[config.mk]
export PLATFORM = sky130hd
export DESIGN_NAME = hdm_decoder_address_translate_top
export DESIGN_NICKNAME = d
export VERILOG_FILES = /design/src/design/hdat_pkg.sv /design/src/design/hdat_cfg_regs.sv /design/src/design/hdat_window.sv /design/src/design/hdat_remap.sv /design/src/design/hdat_result.sv /design/src/design/hdm_decoder_address_translate_top.sv
export SDC_FILE = /design/constraint.sdc
export NUM_CORES = 1
export LEC_CHECK = 0
export BUFFER_PORTS_ARGS = -buffer_cell sky130_fd_sc_hd__buf_4
export CAP_MARGIN = 20
export CORE_MARGIN = 10
export CORE_UTILIZATION = 45
export DETAILED_ROUTE_END_ITERATION = 10
export PLACE_DENSITY = 0.65
export SLEW_MARGIN = 20
export SYNTH_ARGS = -nofsm -noshare
export SYNTH_HDL_FRONTEND = slang
export SYNTH_SLANG_ARGS = --single-unit
[constraint.sdc]
create_clock -name clk -period 5.7 [get_ports clk]
set_input_delay 0.285 -clock clk [delete_from_list [all_inputs] [get_ports clk]]
set_output_delay 0.285 -clock clk [all_outputs]
set_load 0.01 [all_outputs]
[src/design/hdat_pkg.sv]
// Shared types and constants for the HDM decoder address translation block.
// No dependencies; imported by every module of the block.
package hdat_pkg;

    localparam int AddrWidth   = 64;
    localparam int CodeWidth   = 3;
    localparam int ModeWidth   = 2;
    localparam int StatusWidth = 2;
    localparam int CfgIdxWidth = 3;
    localparam int ShiftWidth  = 5;

    // Offset bits always kept below the interleave selector.
    localparam logic [ShiftWidth-1:0] LowKeepBits = ShiftWidth'(8);

    // Access kinds
    localparam logic [ModeWidth-1:0] MODE_READ  = 2'd0;
    localparam logic [ModeWidth-1:0] MODE_WRITE = 2'd1;
    localparam logic [ModeWidth-1:0] MODE_CACHE = 2'd2;

    // Result status codes
    localparam logic [StatusWidth-1:0] ST_FORWARD = 2'd0;
    localparam logic [StatusWidth-1:0] ST_ERROR   = 2'd1;
    localparam logic [StatusWidth-1:0] ST_DROPPED = 2'd2;

    // Configuration register indexes
    localparam logic [CfgIdxWidth-1:0] REG_WINDOW_BASE = 3'd0;
    localparam logic [CfgIdxWidth-1:0] REG_WINDOW_SIZE = 3'd1;
    localparam logic [CfgIdxWidth-1:0] REG_GRANULARITY = 3'd2;
    localparam logic [CfgIdxWidth-1:0] REG_WAYS        = 3'd3;
    localparam logic [CfgIdxWidth-1:0] REG_MEMORY_SIZE = 3'd4;

    typedef struct packed {
        logic [AddrWidth-1:0] window_base;
        logic [AddrWidth-1:0] window_size;
        logic [CodeWidth-1:0] granularity_code;
        logic [CodeWidth-1:0] ways_code;
        logic [AddrWidth-1:0] memory_size;
    } cfg_t;

    // One transaction moving between pipeline stages.
    typedef struct packed {
        logic                 valid;
        logic [ModeWidth-1:0] mode;
        logic                 fail;
        logic [AddrWidth-1:0] addr;
    } stage_t;

endpackage

[src/design/hdat_cfg_regs.sv]
// Configuration register file for the address translation block.
// Depends on hdat_pkg.
module hdat_cfg_regs (
    input  logic                          clk,
    input  logic                          rst_n,
    input  logic                          cfg_we,
    input  logic [hdat_pkg::CfgIdxWidth-1:0] cfg_index,
    input  logic [hdat_pkg::AddrWidth-1:0]   cfg_data,
    output hdat_pkg::cfg_t                cfg
);
    import hdat_pkg::*;

    cfg_t cfg_reg;
    cfg_t cfg_next;

    always_comb
    begin
        cfg_next = cfg_reg;
        if (cfg_we)
        begin
            unique case (cfg_index)
                REG_WINDOW_BASE: cfg_next.window_base      = cfg_data;
                REG_WINDOW_SIZE: cfg_next.window_size      = cfg_data;
                REG_GRANULARITY: cfg_next.granularity_code = cfg_data[CodeWidth-1:0];
                REG_WAYS:        cfg_next.ways_code        = cfg_data[CodeWidth-1:0];
                REG_MEMORY_SIZE: cfg_next.memory_size      = cfg_data;
                default:         cfg_next = cfg_reg; // drop writes to unknown index
            endcase
        end
    end

    always_ff @(posedge clk or negedge rst_n)
    begin
        if (!rst_n)
            cfg_reg <= '0;
        else
            cfg_reg <= cfg_next;
    end

    assign cfg = cfg_reg;

endmodule

[src/design/hdat_window.sv]
// Input register and base subtraction: offset into the decoder window.
// Depends on hdat_pkg.
module hdat_window (
    input  logic                           clk,
    input  logic                           rst_n,
    input  logic                           start,
    input  logic [hdat_pkg::ModeWidth-1:0] mode,
    input  logic [hdat_pkg::AddrWidth-1:0] req_addr,
    input  logic [hdat_pkg::AddrWidth-1:0] window_base,
    output hdat_pkg::stage_t               win
);
    import hdat_pkg::*;

    logic                 valid_reg;
    logic [ModeWidth-1:0] mode_reg;
    logic [AddrWidth-1:0] hpa_reg;
    logic [AddrWidth:0]   diff;

    always_ff @(posedge clk or negedge rst_n)
    begin
        if (!rst_n)
            valid_reg <= 1'b0;
        else
            valid_reg <= start;
    end

    always_ff @(posedge clk)
    begin
        if (start)
        begin
            mode_reg <= mode;
            hpa_reg  <= req_addr;
        end
    end

    // Borrow out flags an address below the base.
    assign diff = {1'b0, hpa_reg} - {1'b0, window_base};

    always_comb
    begin
        win.valid = valid_reg;
        win.mode  = mode_reg;
        win.fail  = diff[AddrWidth];
        win.addr  = diff[AddrWidth-1:0];
    end

endmodule

[src/design/hdat_remap.sv]
// Window size check and interleave way removal from the offset.
// Depends on hdat_pkg.
module hdat_remap (
    input  logic                           clk,
    input  logic                           rst_n,
    input  hdat_pkg::stage_t               win,
    input  logic [hdat_pkg::AddrWidth-1:0] window_size,
    input  logic [hdat_pkg::CodeWidth-1:0] granularity_code,
    input  logic [hdat_pkg::CodeWidth-1:0] ways_code,
    output hdat_pkg::stage_t               remap
);
    import hdat_pkg::*;

    logic                  valid_reg;
    logic [ModeWidth-1:0]  mode_reg;
    logic                  fail_reg;
    logic [AddrWidth-1:0]  off_reg;
    logic [ShiftWidth-1:0] low_bits;
    logic [ShiftWidth-1:0] high_shift;
    logic [AddrWidth-1:0]  low_mask;
    logic [AddrWidth-1:0]  high_part;

    always_ff @(posedge clk or negedge rst_n)
    begin
        if (!rst_n)
            valid_reg <= 1'b0;
        else
            valid_reg <= win.valid;
    end

    always_ff @(posedge clk)
    begin
        mode_reg <= win.mode;
        fail_reg <= win.fail;
        off_reg  <= win.addr;
    end

    assign low_bits   = LowKeepBits + ShiftWidth'(granularity_code);
    assign high_shift = low_bits + ShiftWidth'(ways_code);
    assign low_mask   = (AddrWidth'(1) << low_bits) - AddrWidth'(1);
    assign high_part  = (off_reg >> high_shift) << low_bits;

    always_comb
    begin
        remap.valid = valid_reg;
        remap.mode  = mode_reg;
        remap.fail  = fail_reg | (off_reg >= window_size);
        remap.addr  = (off_reg & low_mask) | high_part;
    end

endmodule

[src/design/hdat_result.sv]
// Backing memory bound check and result register.
// Depends on hdat_pkg.
module hdat_result (
    input  logic                             clk,
    input  logic                             rst_n,
    input  hdat_pkg::stage_t                 remap,
    input  logic [hdat_pkg::AddrWidth-1:0]   memory_size,
    output logic                             done,
    output logic [hdat_pkg::StatusWidth-1:0] status,
    output logic [hdat_pkg::AddrWidth-1:0]   device_addr
);
    import hdat_pkg::*;

    logic                   s2_valid_reg;
    logic [ModeWidth-1:0]   s2_mode_reg;
    logic                   s2_fail_reg;
    logic [AddrWidth-1:0]   s2_addr_reg;
    logic                   done_reg;
    logic [StatusWidth-1:0] status_reg;
    logic [StatusWidth-1:0] status_next;
    logic [AddrWidth-1:0]   dpa_reg;
    logic [AddrWidth-1:0]   dpa_next;
    logic                   fail;

    always_ff @(posedge clk or negedge rst_n)
    begin
        if (!rst_n)
        begin
            s2_valid_reg <= 1'b0;
            done_reg     <= 1'b0;
        end
        else
        begin
            s2_valid_reg <= remap.valid;
            done_reg     <= s2_valid_reg;
        end
    end

    always_ff @(posedge clk)
    begin
        s2_mode_reg <= remap.mode;
        s2_fail_reg <= remap.fail;
        s2_addr_reg <= remap.addr;
        status_reg  <= status_next;
        dpa_reg     <= dpa_next;
    end

    assign fail = s2_fail_reg | (s2_addr_reg >= memory_size);

    always_comb
    begin
        priority if (!fail)
        begin
            status_next = ST_FORWARD;
            dpa_next    = s2_addr_reg;
        end
        else if (s2_mode_reg == MODE_WRITE)
        begin
            status_next = ST_DROPPED;
            dpa_next    = '0;
        end
        else
        begin
            // read, cache access and the unused fourth kind answer with an error
            status_next = ST_ERROR;
            dpa_next    = '0;
        end
    end

    assign done        = done_reg;
    assign status      = status_reg;
    assign device_addr = dpa_reg;

endmodule

[src/design/hdm_decoder_address_translate_top.sv]
// Top level of the HDM decoder address translation block.
// Depends on hdat_pkg, hdat_cfg_regs, hdat_window, hdat_remap, hdat_result.
//
// Translates one host physical address per clock into a device physical
// address for a single decoder with power-of-two interleave. A transaction
// is taken at every rising edge where start is high; busy is always low, so
// a new transaction may be issued in every cycle. Each transaction yields
// exactly one result, presented for a single cycle with done high, after
// it has passed through the input register, base subtraction into the
// remap register, window check and way removal into the bound register,
// and memory bound check into the result register.
// Results come back in issue order. The receiver cannot stall the block:
// capture status and device_addr in the cycle that done is high. Status
// reads forwarded, error (failed read or cache access, and the unused
// fourth access kind) or dropped (failed write); device_addr is zero unless
// forwarded. A transaction fails when the address is below the window
// base, its offset is at or above the window size, or the translated
// address is at or above memory_size. Program the configuration registers
// through cfg_we/cfg_index/cfg_data only while no transaction is in flight;
// writes take effect at the next edge and writes to an unknown index are
// dropped.
module hdm_decoder_address_translate_top (
    input  logic                               clk,
    input  logic                               rst_n,
    input  logic                               cfg_we,
    input  logic [hdat_pkg::CfgIdxWidth-1:0]   cfg_index,
    input  logic [hdat_pkg::AddrWidth-1:0]     cfg_data,
    input  logic                               start,
    output logic                               busy,
    input  logic [hdat_pkg::ModeWidth-1:0]     mode,
    input  logic [hdat_pkg::AddrWidth-1:0]     req_addr,
    output logic                               done,
    output logic [hdat_pkg::StatusWidth-1:0]   status,
    output logic [hdat_pkg::AddrWidth-1:0]     device_addr
);
    import hdat_pkg::*;

    cfg_t   cfg;
    stage_t win;
    stage_t remap;

    // Fully pipelined: never hold off a new transaction.
    assign busy = 1'b0;

    hdat_cfg_regs u_cfg_regs (
        .clk       (clk),
        .rst_n     (rst_n),
        .cfg_we    (cfg_we),
        .cfg_index (cfg_index),
        .cfg_data  (cfg_data),
        .cfg       (cfg)
    );

    // Capture the transaction and subtract the window base.
    hdat_window u_window (
        .clk         (clk),
        .rst_n       (rst_n),
        .start       (start),
        .mode        (mode),
        .req_addr    (req_addr),
        .window_base (cfg.window_base),
        .win         (win)
    );

    // Check the window size and drop the interleave way bits.
    hdat_remap u_remap (
        .clk              (clk),
        .rst_n            (rst_n),
        .win              (win),
        .window_size      (cfg.window_size),
        .granularity_code (cfg.granularity_code),
        .ways_code        (cfg.ways_code),
        .remap            (remap)
    );

    // Bound against backing memory and register the result.
    hdat_result u_result (
        .clk         (clk),
        .rst_n       (rst_n),
        .remap       (remap),
        .memory_size (cfg.memory_size),
        .done        (done),
        .status      (status),
        .device_addr (device_addr)
    );

endmodule
**Yosys cells after proc, flatten, opt, wreduce, memory -nomap -nowiden**

Index checks and enable logic that the tools add are counted.

- Flip-flop bits (word level): 468
- Input bits: 137

- Add/sub/neg operators: 4
- Magnitude comparators: 2
- Equality and inequality tests: 5
- Shift operators: 3
- Multiplexer cells: 1
- Bitwise operators: 4
- Reduce and logical (&&, ||, !) cells: 6

Operators by type and width:

| operator | count |
|---|---|
| 64-bit >= comparator | 2 |
| 64-bit by 64-bit subtractor with 65-bit output | 1 |
| 64-bit bitwise AND | 1 |
| 64-bit OR | 1 |
| 1-bit by 5-bit << shifter with 64-bit output (first input constant) | 1 |
| 64-bit by 5-bit << shifter with 64-bit output | 1 |
| 64-bit by 5-bit >> shifter with 64-bit output | 1 |
| 64-bit by 2-bit subtractor with 64-bit output (second input constant) | 1 |
| 2-bit AND reduction | 5 |
| 3-bit by 2-bit equality test with 1-bit output (second input constant) | 2 |
| 4-bit by 3-bit adder with 5-bit output (first input constant) | 1 |
| 5-bit by 3-bit adder with 5-bit output | 1 |
| 3-bit by 1-bit equality test with 1-bit output (second input constant) | 1 |
| 3-bit equality test (second input constant) | 1 |
| 3-bit zero test | 1 |
| 2-bit by 1-bit equality test with 1-bit output (second input constant) | 1 |
| 2-bit two-way mux | 1 |
| 1-bit OR | 2 |

**Logic depth before layout (Yosys ltp)**

Gate-level depths: netlist (run 1).

- Depth after elaboration: 5
- Gate-level depth with buffers: 18

**Cells and area by module**

Synthesis (run 1) repeated with hierarchy kept, for this count alone.

- Cell total of the unflattened synthesis: 2,568
- Area, all modules: 27,704.1 sq um

By module, submodules not included:

| module | instances | cells an instance | area an instance (sq um) |
|---|---|---|---|
| hdat_remap | 1 | 1,007 | 8,969.9 |
| hdat_cfg_regs | 1 | 422 | 7,759.9 |
| hdat_window | 1 | 701 | 6,163.4 |
| hdat_result | 1 | 436 | 4,799.6 |
| hdm_decoder_address_translate_top | 1 | 2 | 11.3 |

**Worst setup path before layout (run 1)**

Ideal clock, no wire load.

- Path kind: flip-flop to flip-flop
- Start point: reg u_cfg_regs.cfg_reg (netlist bit u_cfg_regs.cfg[68])
- End point: reg u_result.s2_addr_reg[19]
- Library setup time: 121 ps
- Arrival: 4,066 ps
- Data required time: 5,579 ps
- Setup slack: 1,513 ps
- Cell stages (with the launch flop): 16
- Period minus slack after synthesis: 4,187 ps
- Cells stage by stage: dfrtp_1 -> clkbuf_1 -> inv_1 -> clkbuf_1 -> buf_1 -> fa_1 -> fa_1 -> buf_2 -> clkbuf_1 -> mux4_2 -> mux2i_1 -> mux2i_1 -> mux4_2 -> nand2_1 -> o21ai_1 -> mux2_2

RTL lines:

| what | RTL line | text |
|---|---|---|
| start: declaration | hdat_cfg_regs.sv:13 | `cfg_t cfg_reg;` |
| start signal: assignment | hdat_cfg_regs.sv:37 | `cfg_reg <= cfg_next;` |
| end signal: assignment | hdat_result.sv:43 | `s2_addr_reg <= remap.addr;` |
| end: declaration | hdat_result.sv:17 | `logic [AddrWidth-1:0] s2_addr_reg;` |

==> results of run 1 <==
-- final cells by class --
class / count / area (µm²)
Sequential cell: 468 / 11000
Antenna cell: 2 / 5.00
Clock buffer: 76 / 1580
Multi-Input combinational cell: 1793 / 13800
Clock inverter: 19 / 210
Timing Repair Buffer: 356 / 3060
Inverter: 229 / 860
Tap cell: 765 / 957
Fill cell: 5032 / 26300
-- cell families after synthesis --
group / share of synthesized area
AND/OR/NAND/NOR: 0.108
flip-flops: 0.420
AO/OA/AOI/OAI: 0.146
XOR/XNOR: 0.0207
adder cells (fa/ha/maj): 0.0956
multiplexers: 0.153
other: 0.000143
buffers and inverters: 0.0562
-- per-layer routing --
layer / routed length [µm] / global-route usage / part of all wire / up-vias
met2: 34200 / 0.340 / 0.45 / 619
met5: 0 / 0 / 0 / -
met4: 1600 / 0.0546 / 0.021 / 0
li1: - / - / - / 9892
met1: 34800 / 0.312 / 0.45 / 10000
met3: 5900 / 0.0497 / 0.077 / 100
-- path summary, 6_finish.rpt --
check	start	endpoint	slack [ns]	cells past startpoint
worst max-delay path	u_cfg_regs.cfg[67]	u_result.s2_addr_reg[28]	1.11	10
worst min-delay path	cfg_data[19]	u_cfg_regs.cfg[89]	0.04	3
worst max register to register	u_cfg_regs.cfg[67]	u_result.s2_addr_reg[28]	1.11	10
worst min register to register	u_remap.mode_reg[1]	u_result.s2_mode_reg[1]	0.33	0
max in group asynchronous	rst_n	u_cfg_regs.cfg[48]	4.25	4
min in group asynchronous	rst_n	u_result.s2_valid_reg	0.18	2
-- layout by cell type (no fill, tap or decap), types with 18 or more instances in the layout --
master,Yosys,final
xor2_1,25,25
xnor2_1,37,37
nand4_1,39,39
clkbuf_16,0,54
nor2_1,113,111
a21oi_1,148,147
dfxtp_1,200,200
a21o_1,84,83
o21ai_0,252,252
dfrtp_1,202,199
mux2i_1,118,118
inv_1,227,227
dlygate4sd3_1,0,130
ha_1,196,195
o21a_1,18,18
mux4_2,97,97
mux2_2,44,44
edfxtp_1,66,66
buf_4,7,221
nand2_1,307,307
nand3_1,25,25
and2_1,67,67
-- worst max-delay path, delay by kind of cell, from the launching register on --
family | cells | cell delay (ns)
DFF | 1 | 0.40
muxes | 3 | 1.41
buffers and inverters | 2 | 0.42
AOI/OAI and AO/OA | 3 | 0.78
adders and majority gates | 2 | 1.40
-- report_power, final --
part / total (W) / internal [W] / switching, W
logic: 0.00985 / 0.00455 / 0.00530
clock network: 0.00346 / 0.00210 / 0.00136
registers: 0.00519 / 0.00438 / 0.000805
total: 0.0185 / 0.0110 / 0.00747
-- through the flow --
stage | hold WS (ns) | instance area (µm²) | total power (W) | util
finish | 0.0426 | 31500 | 0.0185 | 0.546
global route | 0.0521 | 31500 | 0.0198 | 0.546
CTS | 0.00507 | 31500 | 0.0185 | 0.545
detailed placement | 0.312 | 28400 | 0.0148 | 0.491
global placement | 0.310 | 28400 | 0.0147 | 0.491
floorplan | -0.0106 | 26300 | 0.0120 | -
==> flow_metrics.env, run 1 <==
export IMPL_outcome="finished clean"
export IMPL_cts_buffers_inserted=51
export IMPL_vias=20700
export IMPL_drt_iter0_markers=1875
export IMPL_yosysWarningCount=0
export IMPL_path_common_cell="mux4_2"
export IMPL_power_density_nw_per_um2=587
export IMPL_crit_path_end_kind="flip-flop"
export IMPL_final_setup_tns_ns=0
export IMPL_grt_max_degree=114
export IMPL_grtUsageTotal=0.221
export IMPL_max_freq_mhz=218
export IMPL_pin_count=205
export IMPL_ys_seq_elements=468
export IMPL_relSlewSlack=0.279
export IMPL_port_buffers=203
export IMPL_maxSlewViolCount=0
export IMPL_worstPathRequired_ns=6.17
export IMPL_crit_slowest_cell="fa_4"
export IMPL_dpl_hpwl_um=58600
export IMPL_gr_total_overflow=0
export IMPL_synth_edf_count=66
export IMPL_synth_area_top_cells="dfrtp_1, dfxtp_1, ha_1"
export IMPL_netlist_instances=2628
export IMPL_ctsRootBufferMaster="clkbuf_16"
export IMPL_routedWlPerCell_um=20.6
export IMPL_core_area_um2=57800
export IMPL_crit_arrival_ns=5.06
export IMPL_path_class="flip-flop to flip-flop"
export IMPL_ys_flop_type="dfrtp_1"
export IMPL_critPathLaunchType="flip-flop"
export IMPL_die_area_um2=68500
export IMPL_crit_chain="ha_2, inv_1, fa_4, buf_4, mux4_2, mux4_2, mux2_2, o21ai_1, o22ai_1, a221o_1"
export IMPL_nets=3235
export IMPL_hold_violations=0
export IMPL_synth_most_common_cell="nand2_1"
export IMPL_area_growth_syn_to_layout_pct=20.0
export IMPL_start_util=0.455
export IMPL_crit_fanout=44
export IMPL_antenna_found_initial=2
export IMPL_async_flop_share=0.432
export IMPL_drv_cap=0
export IMPL_leakage_nw=14.0
export IMPL_routed_wl_um=76500
export IMPL_cts_resized=0
export IMPL_path_clk_slew_ns=0.06
export IMPL_fin_crit_sh=0.805
export IMPL_rsz0062_at_grt="no"
export IMPL_dp_cells=3479
export IMPL_holdCritPathClass="input pin to flip-flop"
export IMPL_cts_sinks=468
export IMPL_dr_pass1_iters=5
export IMPL_grt_pass1_vias=21000
export IMPL_fin_crit_ns=4.59
export IMPL_fp_dieW_um=262
export IMPL_worst_slack_ns=1.11
export IMPL_tightest_slew_ns=1.08
export IMPL_synth_top_cells_by_count="nand2_1, o21ai_0, inv_1"
export IMPL_gp_congestion=0.935
export IMPL_final_cells=3708
export IMPL_worst_skew_pair_late_latency_ns=0.59
export IMPL_synth_yosys_seq_area_share=0.420
export IMPL_final_antenna_net_count=0
export IMPL_remaining_drc_errors=0
export IMPL_synth_largest_area_cell="dfrtp_1"
export IMPL_ir_worst_vdd_mv=0.317
export IMPL_preCtsSetupSlack_ns=1.13
export IMPL_core_rowCount=88
export IMPL_postCtsSetupRepairBufs=0
export IMPL_synth_net_count=2964
export IMPL_layout_drive_gt1_share=0.162
export IMPL_yosys_area_top_type_share=0.192
export IMPL_largest_reg_flops=198
export IMPL_setup_viol=0
export IMPL_grt_first_pass_wirelength_um=119000
export IMPL_cts_tree="built"
export IMPL_via_per_inst=5.57
export IMPL_ys_types=80
export IMPL_hold_buffers=130
export IMPL_synth_area_per_cell_um2=10.0
export IMPL_dieHeight_um=262
export IMPL_finClkSkew_ns=0.0177
export IMPL_syn_area_um2=26300
export IMPL_cp_slowest_stage_delay_ns=1.23
export IMPL_cts_htree_levels=2
export IMPL_cts_buffer_depth=3
(Power assumes the default switching activity.)
==> run 2: changes to the inputs <==
- clock period: 5.7 -> 4.4 ns (I/O delays scaled with it)
==> flow_metrics.env, run 2 (synthesis gave the netlist of run 1 again) <==
export IMPL_antenna_found_initial=2
export IMPL_port_buffers=203
export IMPL_routed_wl_met3_um=5930
export IMPL_final_setup_tns_ns=0
export IMPL_core_rowCount=88
export IMPL_routed_wl_um=77000
export IMPL_postLayoutCoreUtil=0.549
export IMPL_ctsRootBufferMaster="clkbuf_16"
export IMPL_die_area_um2=68500
export IMPL_largest_reg_flops=198
export IMPL_finClkSkew_ns=0.0279
export IMPL_dpl_hpwl_um=59100
export IMPL_cp_slowest_stage_delay_ns=0.97
export IMPL_crit_fanout=18
export IMPL_crit_path_end_kind="flip-flop"
export IMPL_cts_sinks=468
export IMPL_grt_first_pass_wirelength_um=120000
export IMPL_hold_violations=0
export IMPL_gp_congestion=0.968
export IMPL_vias=20800
export IMPL_r2r_cells=12
export IMPL_maxSlewViolCount=0
export IMPL_cts_buffers_inserted=51
export IMPL_grt_max_degree=128
export IMPL_critPathLaunchType="flip-flop"
export IMPL_cts_resized=0
export IMPL_path_clk_slew_ns=0.06
export IMPL_via_per_inst=5.58
export IMPL_setup_viol=0
export IMPL_routedWlPerCell_um=20.7
export IMPL_final_antenna_net_count=0
export IMPL_max_freq_mhz=230
export IMPL_layout_common_cells="nand2_1, o21ai_0, buf_4"
export IMPL_gr_total_overflow=0
export IMPL_start_util=0.455
export IMPL_drt_iter0_markers=1755
export IMPL_worst_skew_pair_late_latency_ns=0.60
export IMPL_rsz0062_at_grt="no"
export IMPL_wl_met2_um=34200
export IMPL_leakage_nw=14.1
export IMPL_dieHeight_um=262
export IMPL_pin_count=205
export IMPL_tightest_slew_ns=1.06
export IMPL_ir_worst_vdd_mv=0.405
export IMPL_r2r_start="u_cfg_regs.cfg[67]"
export IMPL_core_area_um2=57800
export IMPL_power_density_nw_per_um2=763
export IMPL_startpoint="u_cfg_regs.cfg[67]"
export IMPL_area_growth_syn_to_layout_pct=20.7
export IMPL_wirelength_met1_um=34600
export IMPL_grt_pass1_vias=21000
export IMPL_relSlewSlack=0.294
export IMPL_fin_crit_sh=0.988
export IMPL_highest_layer="met4"
export IMPL_cts_tree="built"
export IMPL_crit_arrival_ns=4.80
export IMPL_crit_chain="ha_2, inv_1, fa_4, fa_4, buf_4, mux4_2, a21oi_1, mux2i_1, mux2_2, nor2_1, a21oi_1, a22oi_1"
export IMPL_nets=3254
export IMPL_fp_dieW_um=262
export IMPL_drv_cap=0
export IMPL_layout_drive_gt1_share=0.166
export IMPL_outcome="finished clean"
export IMPL_dr_pass1_iters=5
export IMPL_cts_buffer_depth=3
export IMPL_worstPathRequired_ns=4.86
export IMPL_grtUsageTotal=0.222
export IMPL_crit_slowest_cell="fa_4"
export IMPL_reg2reg_slack_ns=0.05
export IMPL_r2r_end="u_result.s2_addr_reg[13]"
export IMPL_holdCritPathClass="input pin to flip-flop"
export IMPL_endpoint="u_result.s2_addr_reg[13]"
export IMPL_remaining_drc_errors=0
export IMPL_path_class="flip-flop to flip-flop"
export IMPL_layout_commonest_cell="nand2_1"
export IMPL_cts_htree_levels=2
export IMPL_fin_crit_ns=4.35
run 2: what timing repair did:
item,CTS,global route
setup buffers,0,1
endpoints found under the setup margin,0,2
hold endpoints to repair,360,0
hold buffers,131,0
run 2: area by class of cell:
class	count	area (µm²)
tap	765	957
sequential	468	11000
timing repair buffer	375	3260
clock buffer	74	1570
clock inverter	20	229
fill	5001	26100
antenna	2	5.00
inverter	229	860
multi-input combinational	1793	13800
run 2: per-layer routing:
metal  global-route usage  vias to the layer above
met5                    0                        -
met4               0.0711                        0
met3               0.0460                      145
met2                0.342                      717
met1                0.310                    10000
li1                     -                     9902
run 2: critical path: cells and delay by family (launching register included):
kind            cells  cell delay (ns)
compound gates      3             0.74
fa+ha+maj           3             1.65
buf+inv             2             0.31
flops               1             0.41
mux                 3             1.03
simple gates        1             0.09
run 2: power breakdown:
part,switching [W],internal [W],total (W)
Sequential,0.00105,0.00568,0.00672
Combinational,0.00694,0.00602,0.0130
Clock,0.00176,0.00276,0.00451
Total,0.00974,0.0145,0.0242
run 2: through the flow:
step / area [µm²] / setup slack (ns) / total power [W] / hold WS [ns] / std cells
after floorplan: 26300 / 0.213 / 0.0156 / -0.0756 / 2628
after global placement: 28600 / 0.234 / 0.0191 / 0.310 / 3498
after detailed placement: 28600 / 0.106 / 0.0194 / 0.313 / 3498
after CTS: 31700 / 0.103 / 0.0241 / 0.128 / 3723
after global routing: 31700 / 0.0327 / 0.0258 / 0.158 / 3726
final: 31700 / 0.0549 / 0.0242 / 0.163 / 3726
run 2: worst min path at each step:
stage	from	to	cells past startpoint
final	cfg_index[1]	u_cfg_regs.cfg[65]	3
after global routing	cfg_index[1]	u_cfg_regs.cfg[65]	3
after CTS	cfg_index[1]	u_cfg_regs.cfg[87]	4
after detailed placement	u_remap.mode_reg[0]	u_result.s2_mode_reg[0]	0
after global placement	u_remap.mode_reg[1]	u_result.s2_mode_reg[1]	0
after floorplan	rst_n	u_cfg_regs.cfg[0]	0
